==> src/hdl/geo_pkg.sv <==
package geo_pkg;

    // field widths
    localparam int GEO_LAT_W   = 40;
    localparam int GEO_LON_W   = 41;
    localparam int GEO_CHAR_W  = 7;
    localparam int GEO_IDX_W   = 4;
    localparam int GEO_COUNT_W = 4;

    // character count after reset
    localparam logic [GEO_COUNT_W-1:0] GEO_COUNT_RST = 4'd12;

    // bisection geometry: spans in whole degrees and integer bits they need
    localparam int GEO_LAT_SPAN_DEG = 180;
    localparam int GEO_LON_SPAN_DEG = 360;
    localparam int GEO_LAT_INT_W    = 8;
    localparam int GEO_LON_INT_W    = 9;

    localparam int GEO_BITS_PER_CHAR = 5;
    localparam int GEO_RADIX_BITS    = 3;

    // queue between front and back
    localparam int GEO_Q_DEPTH = 2;

    typedef struct packed {
        logic full;
        logic empty;
    } geo_q_stat_t;

    // base-32 alphabet as ascii codes
    localparam logic [GEO_CHAR_W-1:0] GEO_ALPHABET [32] = '{
        7'h30, 7'h31, 7'h32, 7'h33, 7'h34, 7'h35, 7'h36, 7'h37,
        7'h38, 7'h39, 7'h62, 7'h63, 7'h64, 7'h65, 7'h66, 7'h67,
        7'h68, 7'h6a, 7'h6b, 7'h6d, 7'h6e, 7'h70, 7'h71, 7'h72,
        7'h73, 7'h74, 7'h75, 7'h76, 7'h77, 7'h78, 7'h79, 7'h7a
    };

endpackage

==> src/hdl/geo_front.sv <==
module geo_front #(
    parameter int MAX_CHARS = 12,
    parameter int FRAC_BITS = 32
) (
    input  logic                                   clk,
    input  logic                                   rst_n,
    input  logic                                   start,
    input  logic signed [geo_pkg::GEO_LAT_W-1:0]   lat_fixed,
    input  logic signed [geo_pkg::GEO_LON_W-1:0]   lon_fixed,
    input  logic                                   char_count_we,
    input  logic [geo_pkg::GEO_COUNT_W-1:0]        char_count_wdata,
    input  geo_pkg::geo_q_stat_t                   q_stat,
    output logic                                   busy,
    output logic                                   push,
    output logic [geo_pkg::GEO_COUNT_W + 2*FRAC_BITS
                  + geo_pkg::GEO_LAT_INT_W + geo_pkg::GEO_LON_INT_W - 1:0] entry
);
    import geo_pkg::*;

    localparam int LAT_RW = FRAC_BITS + GEO_LAT_INT_W;
    localparam int LON_RW = FRAC_BITS + GEO_LON_INT_W;
    localparam int LAT_UW = ((GEO_LAT_W > LAT_RW) ? GEO_LAT_W : LAT_RW) + 1;
    localparam int LON_UW = ((GEO_LON_W > LON_RW) ? GEO_LON_W : LON_RW) + 1;

    localparam logic signed [LAT_UW-1:0] LAT_SPAN = LAT_UW'(GEO_LAT_SPAN_DEG) << FRAC_BITS;
    localparam logic signed [LON_UW-1:0] LON_SPAN = LON_UW'(GEO_LON_SPAN_DEG) << FRAC_BITS;
    localparam logic signed [LAT_UW-1:0] LAT_OFF =
        LAT_UW'(GEO_LAT_SPAN_DEG / 2) << FRAC_BITS;
    localparam logic signed [LON_UW-1:0] LON_OFF =
        LON_UW'(GEO_LON_SPAN_DEG / 2) << FRAC_BITS;
    localparam logic [LAT_RW-1:0] LAT_TOP = LAT_RW'(LAT_SPAN - LAT_UW'(1));
    localparam logic [LON_RW-1:0] LON_TOP = LON_RW'(LON_SPAN - LON_UW'(1));

    logic [GEO_COUNT_W-1:0]    char_count_reg;
    logic [GEO_COUNT_W-1:0]    count;
    logic signed [LAT_UW-1:0]  lat_u;
    logic signed [LON_UW-1:0]  lon_u;
    logic [LAT_RW-1:0]         lat_rem;
    logic [LON_RW-1:0]         lon_rem;

    // character count register
    always_ff @(posedge clk or negedge rst_n)
    begin
        if (!rst_n)
        begin
            char_count_reg <= GEO_COUNT_RST;
        end
        else if (char_count_we)
        begin
            char_count_reg <= char_count_wdata;
        end
    end

    // count clamped to one..MAX_CHARS
    always_comb
    begin
        if (char_count_reg == '0)
        begin
            count = GEO_COUNT_W'(1);
        end
        else if (char_count_reg > GEO_COUNT_W'(MAX_CHARS))
        begin
            count = GEO_COUNT_W'(MAX_CHARS);
        end
        else
        begin
            count = char_count_reg;
        end
    end

    // offset from lower bound, out-of-range values pinned to the nearest edge
    always_comb
    begin
        lat_u = LAT_UW'(lat_fixed) + LAT_OFF;
        lon_u = LON_UW'(lon_fixed) + LON_OFF;

        if (lat_u[LAT_UW-1])
        begin
            lat_rem = '0;
        end
        else if (lat_u >= LAT_SPAN)
        begin
            lat_rem = LAT_TOP;
        end
        else
        begin
            lat_rem = lat_u[LAT_RW-1:0];
        end

        if (lon_u[LON_UW-1])
        begin
            lon_rem = '0;
        end
        else if (lon_u >= LON_SPAN)
        begin
            lon_rem = LON_TOP;
        end
        else
        begin
            lon_rem = lon_u[LON_RW-1:0];
        end
    end

    // transfer into the queue
    assign busy  = q_stat.full;
    assign push  = start && !q_stat.full;
    assign entry = {count, lat_rem, lon_rem};

endmodule

==> src/hdl/geo_queue.sv <==
module geo_queue #(
    parameter int DW = 77
) (
    input  logic                 clk,
    input  logic                 rst_n,
    input  logic                 push,
    input  logic [DW-1:0]        wdata,
    input  logic                 pop,
    output logic [DW-1:0]        rdata,
    output geo_pkg::geo_q_stat_t stat
);
    import geo_pkg::*;

    localparam int PTR_W = (GEO_Q_DEPTH > 1) ? $clog2(GEO_Q_DEPTH) : 1;
    localparam int CNT_W = $clog2(GEO_Q_DEPTH + 1);

    logic [DW-1:0]    slot_reg [GEO_Q_DEPTH];
    logic [PTR_W-1:0] wr_ptr_reg;
    logic [PTR_W-1:0] rd_ptr_reg;
    logic [CNT_W-1:0] cnt_reg;
    logic [CNT_W-1:0] cnt_next;

    assign cnt_next = cnt_reg + CNT_W'(push) - CNT_W'(pop);

    // pointers and fill level
    always_ff @(posedge clk or negedge rst_n)
    begin
        if (!rst_n)
        begin
            wr_ptr_reg <= '0;
            rd_ptr_reg <= '0;
            cnt_reg    <= '0;
        end
        else
        begin
            if (push)
            begin
                wr_ptr_reg <= wr_ptr_reg + PTR_W'(1);
            end
            if (pop)
            begin
                rd_ptr_reg <= rd_ptr_reg + PTR_W'(1);
            end
            cnt_reg <= cnt_next;
        end
    end

    // entry storage
    always_ff @(posedge clk)
    begin
        if (push)
        begin
            slot_reg[wr_ptr_reg] <= wdata;
        end
    end

    assign rdata      = slot_reg[rd_ptr_reg];
    assign stat.full  = (cnt_reg == CNT_W'(GEO_Q_DEPTH));
    assign stat.empty = (cnt_reg == '0);

endmodule

==> src/hdl/geo_radix8.sv <==
module geo_radix8 #(
    parameter int               RW    = 41,
    parameter int               STEPS = 10,
    parameter logic [RW-1:0]    BASE  = '0
) (
    input  logic                                  clk,
    input  logic                                  load,
    input  logic                                  step,
    input  logic [RW-1:0]                         init_rem,
    output logic [geo_pkg::GEO_RADIX_BITS*STEPS-1:0] bits
);
    import geo_pkg::*;

    localparam int R    = GEO_RADIX_BITS;
    localparam int NB   = R * STEPS;
    localparam int MULT = (1 << R) - 1;

    logic [RW-1:0] rem_reg;
    logic [RW-1:0] rem_next;
    logic [RW-1:0] th_reg [1:MULT];
    logic [RW:0]   diff [1:MULT];
    logic [R-1:0]  digit;
    logic [NB-1:0] bits_reg;

    // trial subtract of every multiple, keep the largest that fits
    always_comb
    begin
        digit    = '0;
        rem_next = rem_reg;
        for (int m = 1; m <= MULT; m++)
        begin
            diff[m] = {1'b0, rem_reg} - {1'b0, th_reg[m]};
            if (!diff[m][RW])
            begin
                digit    = R'(m);
                rem_next = diff[m][RW-1:0];
            end
        end
    end

    // remainder, thresholds and collected digits
    always_ff @(posedge clk)
    begin
        if (load)
        begin
            rem_reg  <= init_rem;
            bits_reg <= '0;
            for (int m = 1; m <= MULT; m++)
            begin
                th_reg[m] <= RW'(BASE * RW'(m));
            end
        end
        else if (step)
        begin
            rem_reg  <= rem_next;
            bits_reg <= NB'({bits_reg, digit});
            for (int m = 1; m <= MULT; m++)
            begin
                th_reg[m] <= th_reg[m] >> R;
            end
        end
    end

    assign bits = bits_reg;

endmodule

==> src/hdl/geo_back.sv <==
module geo_back #(
    parameter int MAX_CHARS = 12,
    parameter int FRAC_BITS = 32
) (
    input  logic                                clk,
    input  logic                                rst_n,
    input  logic [geo_pkg::GEO_COUNT_W + 2*FRAC_BITS
                  + geo_pkg::GEO_LAT_INT_W + geo_pkg::GEO_LON_INT_W - 1:0] head,
    input  geo_pkg::geo_q_stat_t                q_stat,
    output logic                                pop,
    output logic                                char_valid,
    output logic [geo_pkg::GEO_CHAR_W-1:0]      hash_char,
    output logic [geo_pkg::GEO_IDX_W-1:0]       char_index,
    output logic                                last_char
);
    import geo_pkg::*;

    localparam int LAT_RW = FRAC_BITS + GEO_LAT_INT_W;
    localparam int LON_RW = FRAC_BITS + GEO_LON_INT_W;
    localparam int SW     = GEO_BITS_PER_CHAR * MAX_CHARS;
    localparam int LB     = (SW + 1) / 2;
    localparam int AB     = SW / 2;
    localparam int STEPS  = (LB + GEO_RADIX_BITS - 1) / GEO_RADIX_BITS;
    localparam int NB     = GEO_RADIX_BITS * STEPS;
    localparam int STEP_W = (STEPS > 1) ? $clog2(STEPS) : 1;

    localparam logic [LAT_RW-1:0] LAT_BASE =
        (LAT_RW'(GEO_LAT_SPAN_DEG) << FRAC_BITS) >> GEO_RADIX_BITS;
    localparam logic [LON_RW-1:0] LON_BASE =
        (LON_RW'(GEO_LON_SPAN_DEG) << FRAC_BITS) >> GEO_RADIX_BITS;

    logic [GEO_COUNT_W-1:0] head_count;
    logic [LAT_RW-1:0]      head_lat;
    logic [LON_RW-1:0]      head_lon;
    logic [NB-1:0]          lat_bits;
    logic [NB-1:0]          lon_bits;

    logic                   run_reg, run_next;
    logic                   done_reg, done_next;
    logic [STEP_W-1:0]      step_reg, step_next;
    logic [GEO_COUNT_W-1:0] bcount_reg;
    logic                   last_step;

    logic                   emit_reg, emit_next;
    logic [GEO_IDX_W-1:0]   idx_reg, idx_next;
    logic [GEO_IDX_W-1:0]   last_idx_reg, last_idx_next;
    logic [SW-1:0]          stream_reg;
    logic [SW-1:0]          stream_load;
    logic                   emit_last;
    logic                   take;

    assign head_count = head[LAT_RW + LON_RW +: GEO_COUNT_W];
    assign head_lat   = head[LON_RW +: LAT_RW];
    assign head_lon   = head[LON_RW-1:0];

    // one digit unit per coordinate, run side by side
    geo_radix8 #(
        .RW    (LAT_RW),
        .STEPS (STEPS),
        .BASE  (LAT_BASE)
    ) u_lat (
        .clk      (clk),
        .load     (pop),
        .step     (run_reg),
        .init_rem (head_lat),
        .bits     (lat_bits)
    );

    geo_radix8 #(
        .RW    (LON_RW),
        .STEPS (STEPS),
        .BASE  (LON_BASE)
    ) u_lon (
        .clk      (clk),
        .load     (pop),
        .step     (run_reg),
        .init_rem (head_lon),
        .bits     (lon_bits)
    );

    // handoff between bisection and character output
    always_comb
    begin
        emit_last = emit_reg && (idx_reg == last_idx_reg);
        take      = done_reg && (!emit_reg || emit_last);
        pop       = !q_stat.empty && !run_reg && (!done_reg || take);
        last_step = run_reg && (step_reg == STEP_W'(STEPS - 1));
    end

    // bisection sequencer
    always_comb
    begin
        run_next  = run_reg;
        step_next = step_reg;
        done_next = done_reg;
        if (pop)
        begin
            run_next  = 1'b1;
            step_next = '0;
        end
        else if (run_reg)
        begin
            step_next = step_reg + STEP_W'(1);
            if (last_step)
            begin
                run_next = 1'b0;
            end
        end
        if (last_step)
        begin
            done_next = 1'b1;
        end
        else if (take)
        begin
            done_next = 1'b0;
        end
    end

    // output sequencer
    always_comb
    begin
        emit_next     = emit_reg;
        idx_next      = idx_reg;
        last_idx_next = last_idx_reg;
        if (take)
        begin
            emit_next     = 1'b1;
            idx_next      = '0;
            last_idx_next = GEO_IDX_W'(bcount_reg - GEO_COUNT_W'(1));
        end
        else if (emit_last)
        begin
            emit_next = 1'b0;
        end
        else if (emit_reg)
        begin
            idx_next = idx_reg + GEO_IDX_W'(1);
        end
    end

    // interleave coordinate bits, longitude first
    always_comb
    begin
        stream_load = '0;
        for (int i = 0; i < LB; i++)
        begin
            stream_load[SW-1-2*i] = lon_bits[NB-1-i];
        end
        for (int i = 0; i < AB; i++)
        begin
            stream_load[SW-2-2*i] = lat_bits[NB-1-i];
        end
    end

    // control registers
    always_ff @(posedge clk or negedge rst_n)
    begin
        if (!rst_n)
        begin
            run_reg      <= 1'b0;
            done_reg     <= 1'b0;
            step_reg     <= '0;
            emit_reg     <= 1'b0;
            idx_reg      <= '0;
            last_idx_reg <= '0;
        end
        else
        begin
            run_reg      <= run_next;
            done_reg     <= done_next;
            step_reg     <= step_next;
            emit_reg     <= emit_next;
            idx_reg      <= idx_next;
            last_idx_reg <= last_idx_next;
        end
    end

    // payload registers
    always_ff @(posedge clk)
    begin
        if (pop)
        begin
            bcount_reg <= head_count;
        end
        if (take)
        begin
            stream_reg <= stream_load;
        end
        else if (emit_reg)
        begin
            stream_reg <= stream_reg << GEO_BITS_PER_CHAR;
        end
    end

    assign char_valid = emit_reg;
    assign hash_char  = GEO_ALPHABET[stream_reg[SW-1 -: GEO_BITS_PER_CHAR]];
    assign char_index = idx_reg;
    assign last_char  = emit_last;

endmodule

==> src/hdl/geohash_encoder.sv <==
// Geohash encoder. A coordinate pair is transferred at a clock edge with start high and
// busy low; busy rises only while the two-entry input queue is full. The pair is then
// loaded into the digit units, which run its radix-8 bisection, and its characters
// follow on hash_char, one per cycle, each marked by char_valid for exactly one cycle,
// with last_char on the final one. The bisection of one pair overlaps the output of
// the one before, so the sustained rate is set by the larger of the bisection time and
// the character count per pair. The receiver cannot stall: every strobed character must
// be taken in its cycle. char_count is to be written only while the block is idle;
// the block itself does not enforce this.
module geohash_encoder #(
    parameter int MAX_CHARS = 12,
    parameter int FRAC_BITS = 32
) (
    input  logic                                   clk,
    input  logic                                   rst_n,
    input  logic                                   start,
    output logic                                   busy,
    input  logic signed [geo_pkg::GEO_LAT_W-1:0]   lat_fixed,
    input  logic signed [geo_pkg::GEO_LON_W-1:0]   lon_fixed,
    input  logic                                   char_count_we,
    input  logic [geo_pkg::GEO_COUNT_W-1:0]        char_count_wdata,
    output logic                                   char_valid,
    output logic [geo_pkg::GEO_CHAR_W-1:0]         hash_char,
    output logic [geo_pkg::GEO_IDX_W-1:0]          char_index,
    output logic                                   last_char
);
    import geo_pkg::*;

    localparam int DW = GEO_COUNT_W + 2*FRAC_BITS + GEO_LAT_INT_W + GEO_LON_INT_W;

    logic          push;
    logic          pop;
    logic [DW-1:0] entry;
    logic [DW-1:0] head;
    geo_q_stat_t   q_stat;

    // accept and classify
    geo_front #(
        .MAX_CHARS (MAX_CHARS),
        .FRAC_BITS (FRAC_BITS)
    ) u_front (
        .clk              (clk),
        .rst_n            (rst_n),
        .start            (start),
        .lat_fixed        (lat_fixed),
        .lon_fixed        (lon_fixed),
        .char_count_we    (char_count_we),
        .char_count_wdata (char_count_wdata),
        .q_stat           (q_stat),
        .busy             (busy),
        .push             (push),
        .entry            (entry)
    );

    // decoupling queue
    geo_queue #(
        .DW (DW)
    ) u_queue (
        .clk   (clk),
        .rst_n (rst_n),
        .push  (push),
        .wdata (entry),
        .pop   (pop),
        .rdata (head),
        .stat  (q_stat)
    );

    // bisection and character output
    geo_back #(
        .MAX_CHARS (MAX_CHARS),
        .FRAC_BITS (FRAC_BITS)
    ) u_back (
        .clk        (clk),
        .rst_n      (rst_n),
        .head       (head),
        .q_stat     (q_stat),
        .pop        (pop),
        .char_valid (char_valid),
        .hash_char  (hash_char),
        .char_index (char_index),
        .last_char  (last_char)
    );

    // characters of one geohash come in consecutive cycles with rising index
    a_char_run: assert property (@(posedge clk) disable iff (!rst_n)
        char_valid && !last_char |=>
            char_valid && (char_index == $past(char_index) + GEO_IDX_W'(1)))
        else $error("geohash character run broken");

    // the back end never pulls from an empty queue
    a_pop_empty: assert property (@(posedge clk) disable iff (!rst_n)
        pop |-> !q_stat.empty)
        else $error("pop from empty queue");

    // character index stays within the configured maximum
    a_idx_range: assert property (@(posedge clk) disable iff (!rst_n)
        char_valid |-> (char_index < GEO_IDX_W'(MAX_CHARS)))
        else $error("character index out of range");

endmodule
==> config.mk <==
export PLATFORM = sky130hd
export DESIGN_NAME = geohash_encoder
export DESIGN_NICKNAME = d
export VERILOG_FILES = /design/src/hdl/geo_pkg.sv /design/src/hdl/geo_front.sv /design/src/hdl/geo_queue.sv /design/src/hdl/geo_radix8.sv /design/src/hdl/geo_back.sv /design/src/hdl/geohash_encoder.sv
export SDC_FILE = /design/constraint.sdc
export NUM_CORES = 2
export LEC_CHECK = 0
export BUFFER_PORTS_ARGS = -buffer_cell sky130_fd_sc_hd__buf_2
export CELL_PAD_IN_SITES_DETAIL_PLACEMENT = 1
export CELL_PAD_IN_SITES_GLOBAL_PLACEMENT = 1
export CORE_AREA = 5 5 304 306
export CTS_BUF_LIST = sky130_fd_sc_hd__clkbuf_8
export DETAILED_ROUTE_END_ITERATION = 6
export DIE_AREA = 0 0 309 311
export GPL_ROUTABILITY_DRIVEN = 1
export MAX_ROUTING_LAYER = met4
export PLACE_DENSITY_LB_ADDON = 0.1
export SYNTH_ARGS = -nofsm -noshare
export SYNTH_HDL_FRONTEND = slang
export SYNTH_SLANG_ARGS = --single-unit
==> constraint.sdc <==
create_clock -name clk -period 13.52 [get_ports clk]
set_clock_uncertainty 0.05 [all_clocks]
set_input_delay 2.704 -clock clk [delete_from_list [all_inputs] [get_ports clk]]
set_output_delay 2.704 -clock clk [all_outputs]
set_load 0.01 [all_outputs]
==> metrics.txt <==
drt total wl 209 mm; Hold Path Class flop to flop; crit path max fanout 15; post-layout min period 5.92 ns; fraction of registers with async set/reset 4.98%; RSZ-0062 raised after global routing no; period utilization a little over two fifths; die area 96100 um^2; crit path launch type flop; max cap viols 0; CP endpoint kind flop; Area Overhead vs Synth 5.90%; GR Util met3 around a tenth; Main synth FF type edfxtp_1; GR Util met2 64.3%; pin count of the biggest net entering global routing 102; Yosys Warn Count 0; Mapped Area 48800 um^2; met1 Usage GRT 53.2%; GRT busiest layer met2; drt pass-1 iters 6; hold_buf cts 0; Num CTS Buffers 87; CP arrival 6.35 ns; HPWL after DPL 159 mm; worst-margin pin slew 1.30 ns; Core Rows 110; final setup vio count 0; die height 311 um; post-synthesis cell type count 108; Root Buffer clkbuf_8; FF+latch count, synth 462; syn avg cell area 8.22 um^2; Die X just over 300 um; CP Class flop to flop; setup TNS 0 ns; Via density 7.05; CTS tree yes; fmax 169 MHz; Synthesized Nets 6427; post-CTS setup buffers 0; Crit path required time 13.95 ns; GRT overflow 0; number of enable flip-flop cells after synthesis 379; share of cells above drive strength 1 7.59%; Final ANT Viol Nets 0; CTS Sinks 462; worst-skew pair later-pin latency 0.77 ns; status finished, final reports clean; max reg flops 170; Initial Util 54.7%; via count 50000; Final Max Tran Viols 0; CTS-repair resized insts 0; Seq/Total Area, Yosys 27.0%; I/O Pins 103; Placer Congestion 1.04; nets 6330; clock slew at reported path FFs around 0.06 ns; Layout fillers 10700; total core area 89300 um^2; first-pass GRT wire length 310 mm; number of global-route vias before repair 49800; # DRC 0; overall routing resource usage 42.5%; CTS HTree Levels 3; antenna violations before repair 4; initial drt markers 5699; Syn Inst Count 5940; WL/cell 29.4 um; CTS Buffer Depth 3; final hold vios 0; Rel. slew slack a little over an eighth; # port buffers around 100
==> synthesized netlist by cell type (25+ instances only) <==
| library cell | count | area [um^2] |
|---|---|---|
| nor3_1 | 101 | 505 |
| a31oi_1 | 114 | 713 |
| and3_1 | 52 | 325 |
| nand2b_1 | 82 | 513 |
| a21o_1 | 244 | 1830 |
| nand3_1 | 126 | 631 |
| nand2_1 | 560 | 2100 |
| mux2i_1 | 84 | 841 |
| clkbuf_1 | 263 | 987 |
| nand4_1 | 56 | 350 |
| edfxtp_1 | 379 | 11400 |
| xnor2_1 | 277 | 2430 |
| o31ai_1 | 47 | 353 |
| o21a_1 | 79 | 593 |
| o221ai_1 | 28 | 245 |
| o21ai_1 | 89 | 445 |
| or3_1 | 33 | 206 |
| o21ai_0 | 353 | 1770 |
| o21bai_1 | 58 | 435 |
| nor2b_1 | 84 | 526 |
| and2_1 | 41 | 257 |
| o31a_1 | 27 | 236 |
| ha_1 | 386 | 4830 |
| a221oi_1 | 31 | 272 |
| a211o_1 | 63 | 552 |
| inv_1 | 195 | 732 |
| mux2_2 | 80 | 901 |
| nor4_1 | 33 | 206 |
| a21oi_1 | 492 | 2460 |
| dfxtp_1 | 60 | 1200 |
| buf_1 | 25 | 93.8 |
| a211oi_1 | 126 | 946 |
| xor2_1 | 163 | 1430 |
| nor2_1 | 468 | 1760 |
| buf_2 | 44 | 220 |
| o22ai_1 | 44 | 275 |
| o211ai_1 | 106 | 796 |
==> per-stage QoR <==
| stage | cell area [um^2] | hold WS [ns] | utilization [%] | cells | setup slack, ns |
|---|---|---|---|---|---|
| final | 51700 | 0.412 | 57.9 | 7091 | 7.60 |
| after CTS | 51700 | 0.412 | 57.9 | 7089 | 7.94 |
| after detailed placement | 50000 | 0.405 | 55.9 | 6930 | 8.00 |
| after floorplan | 48800 | 0.383 | - | 5940 | 6.61 |
| after global placement | 50000 | 0.394 | 55.9 | 6930 | 8.12 |
| after global routing | 51700 | 0.449 | 57.9 | 7091 | 7.60 |
==> cells by family after synthesis <==
| group | Yosys count | share of synthesized area (%) |
|---|---|---|
| compound gates | 2166 | 29.5 |
| xor+xnor | 440 | 7.89 |
| fa+ha+maj | 398 | 10.4 |
| buf+inv | 541 | 4.37 |
| flops | 462 | 27.0 |
| mux | 164 | 3.57 |
| other cells | 1 | 0.00768 |
| simple gates | 1768 | 17.3 |
==> layout by cell type, fill, tap and decap left out, drive strengths merged, types with 79 or more instances in the layout <==
| cell | netlist | final |
|---|---|---|
| nor3 | 101 | 101 |
| xnor2 | 277 | 277 |
| nand2 | 560 | 560 |
| a211oi | 130 | 130 |
| o21ai | 443 | 443 |
| ha | 386 | 386 |
| o211ai | 107 | 107 |
| a21oi | 493 | 493 |
| xor2 | 163 | 163 |
| mux2i | 84 | 84 |
| edfxtp | 379 | 379 |
| nand3 | 126 | 126 |
| clkbuf | 264 | 96 |
| nand2b | 82 | 82 |
| o21a | 79 | 79 |
| buf | 78 | 156 |
| nor2b | 84 | 84 |
| a21o | 244 | 244 |
| inv | 196 | 226 |
| mux2 | 80 | 80 |
| a31oi | 114 | 114 |
| nor2 | 468 | 468 |
==> path summary, 6_finish.rpt <==
kind / start / to / slack [ns] / depth (start not counted)
setup reg to reg: u_back.u_lat.th_reg[3][42] / u_back.u_lat.rem_reg[19] / 7.60 / 15
hold / removal: u_back.u_lon.bits[29] / u_back.u_lon.bits[29] / 0.41 / 2
hold reg to reg: u_back.u_lon.bits[29] / u_back.u_lon.bits[29] / 0.41 / 2
setup / recovery: u_back.u_lat.th_reg[3][42] / u_back.u_lat.rem_reg[19] / 7.60 / 15
max in group asynchronous: rst_n / u_back.run_reg / 11.13 / 1
min in group asynchronous: rst_n / u_front.char_count_reg[0] / 1.89 / 1
==> cell type report <==
class                           count  area, um^2  area share (%)
Antenna cell                        2        5.00         0.00968
Clock buffer                       96        1320            2.56
Clock inverter                     63         433           0.837
Inverter                          199         747            1.44
Multi-Input combinational cell   4937       33600            65.1
Sequential cell                   462       13200            25.5
Tap cell                         1176        1470            2.85
Timing Repair Buffer              156         918            1.78
==> metal layers <==
| metal | vias to the layer above | part of all wire [%] |
|---|---|---|
| li1 | 22200 | - |
| met1 | 24500 | 40 |
| met2 | 2592 | 44 |
| met3 | 698 | 9.6 |
| met4 | 0 | 6.6 |
| met5 | - | 0 |
==> critical path: stages (launching register included) <==
cell and delay (ns):
edfxtp_1 0.51, inv_1 0.47, ha_1 0.40, nand2b_1 0.17, a21oi_1 0.13, o31a_1 0.42, a31o_1 0.38, a211oi_2 0.49
o21a_1 0.20, buf_4 0.27, nand2_1 0.09, buf_4 0.23, nor2_1 0.93, nand2_1 0.51, o21ai_0 0.28, nor3_1 0.08
Power is not shown: default switching activity piles up to over one toggle a cycle in this logic, so the estimate is an artifact.
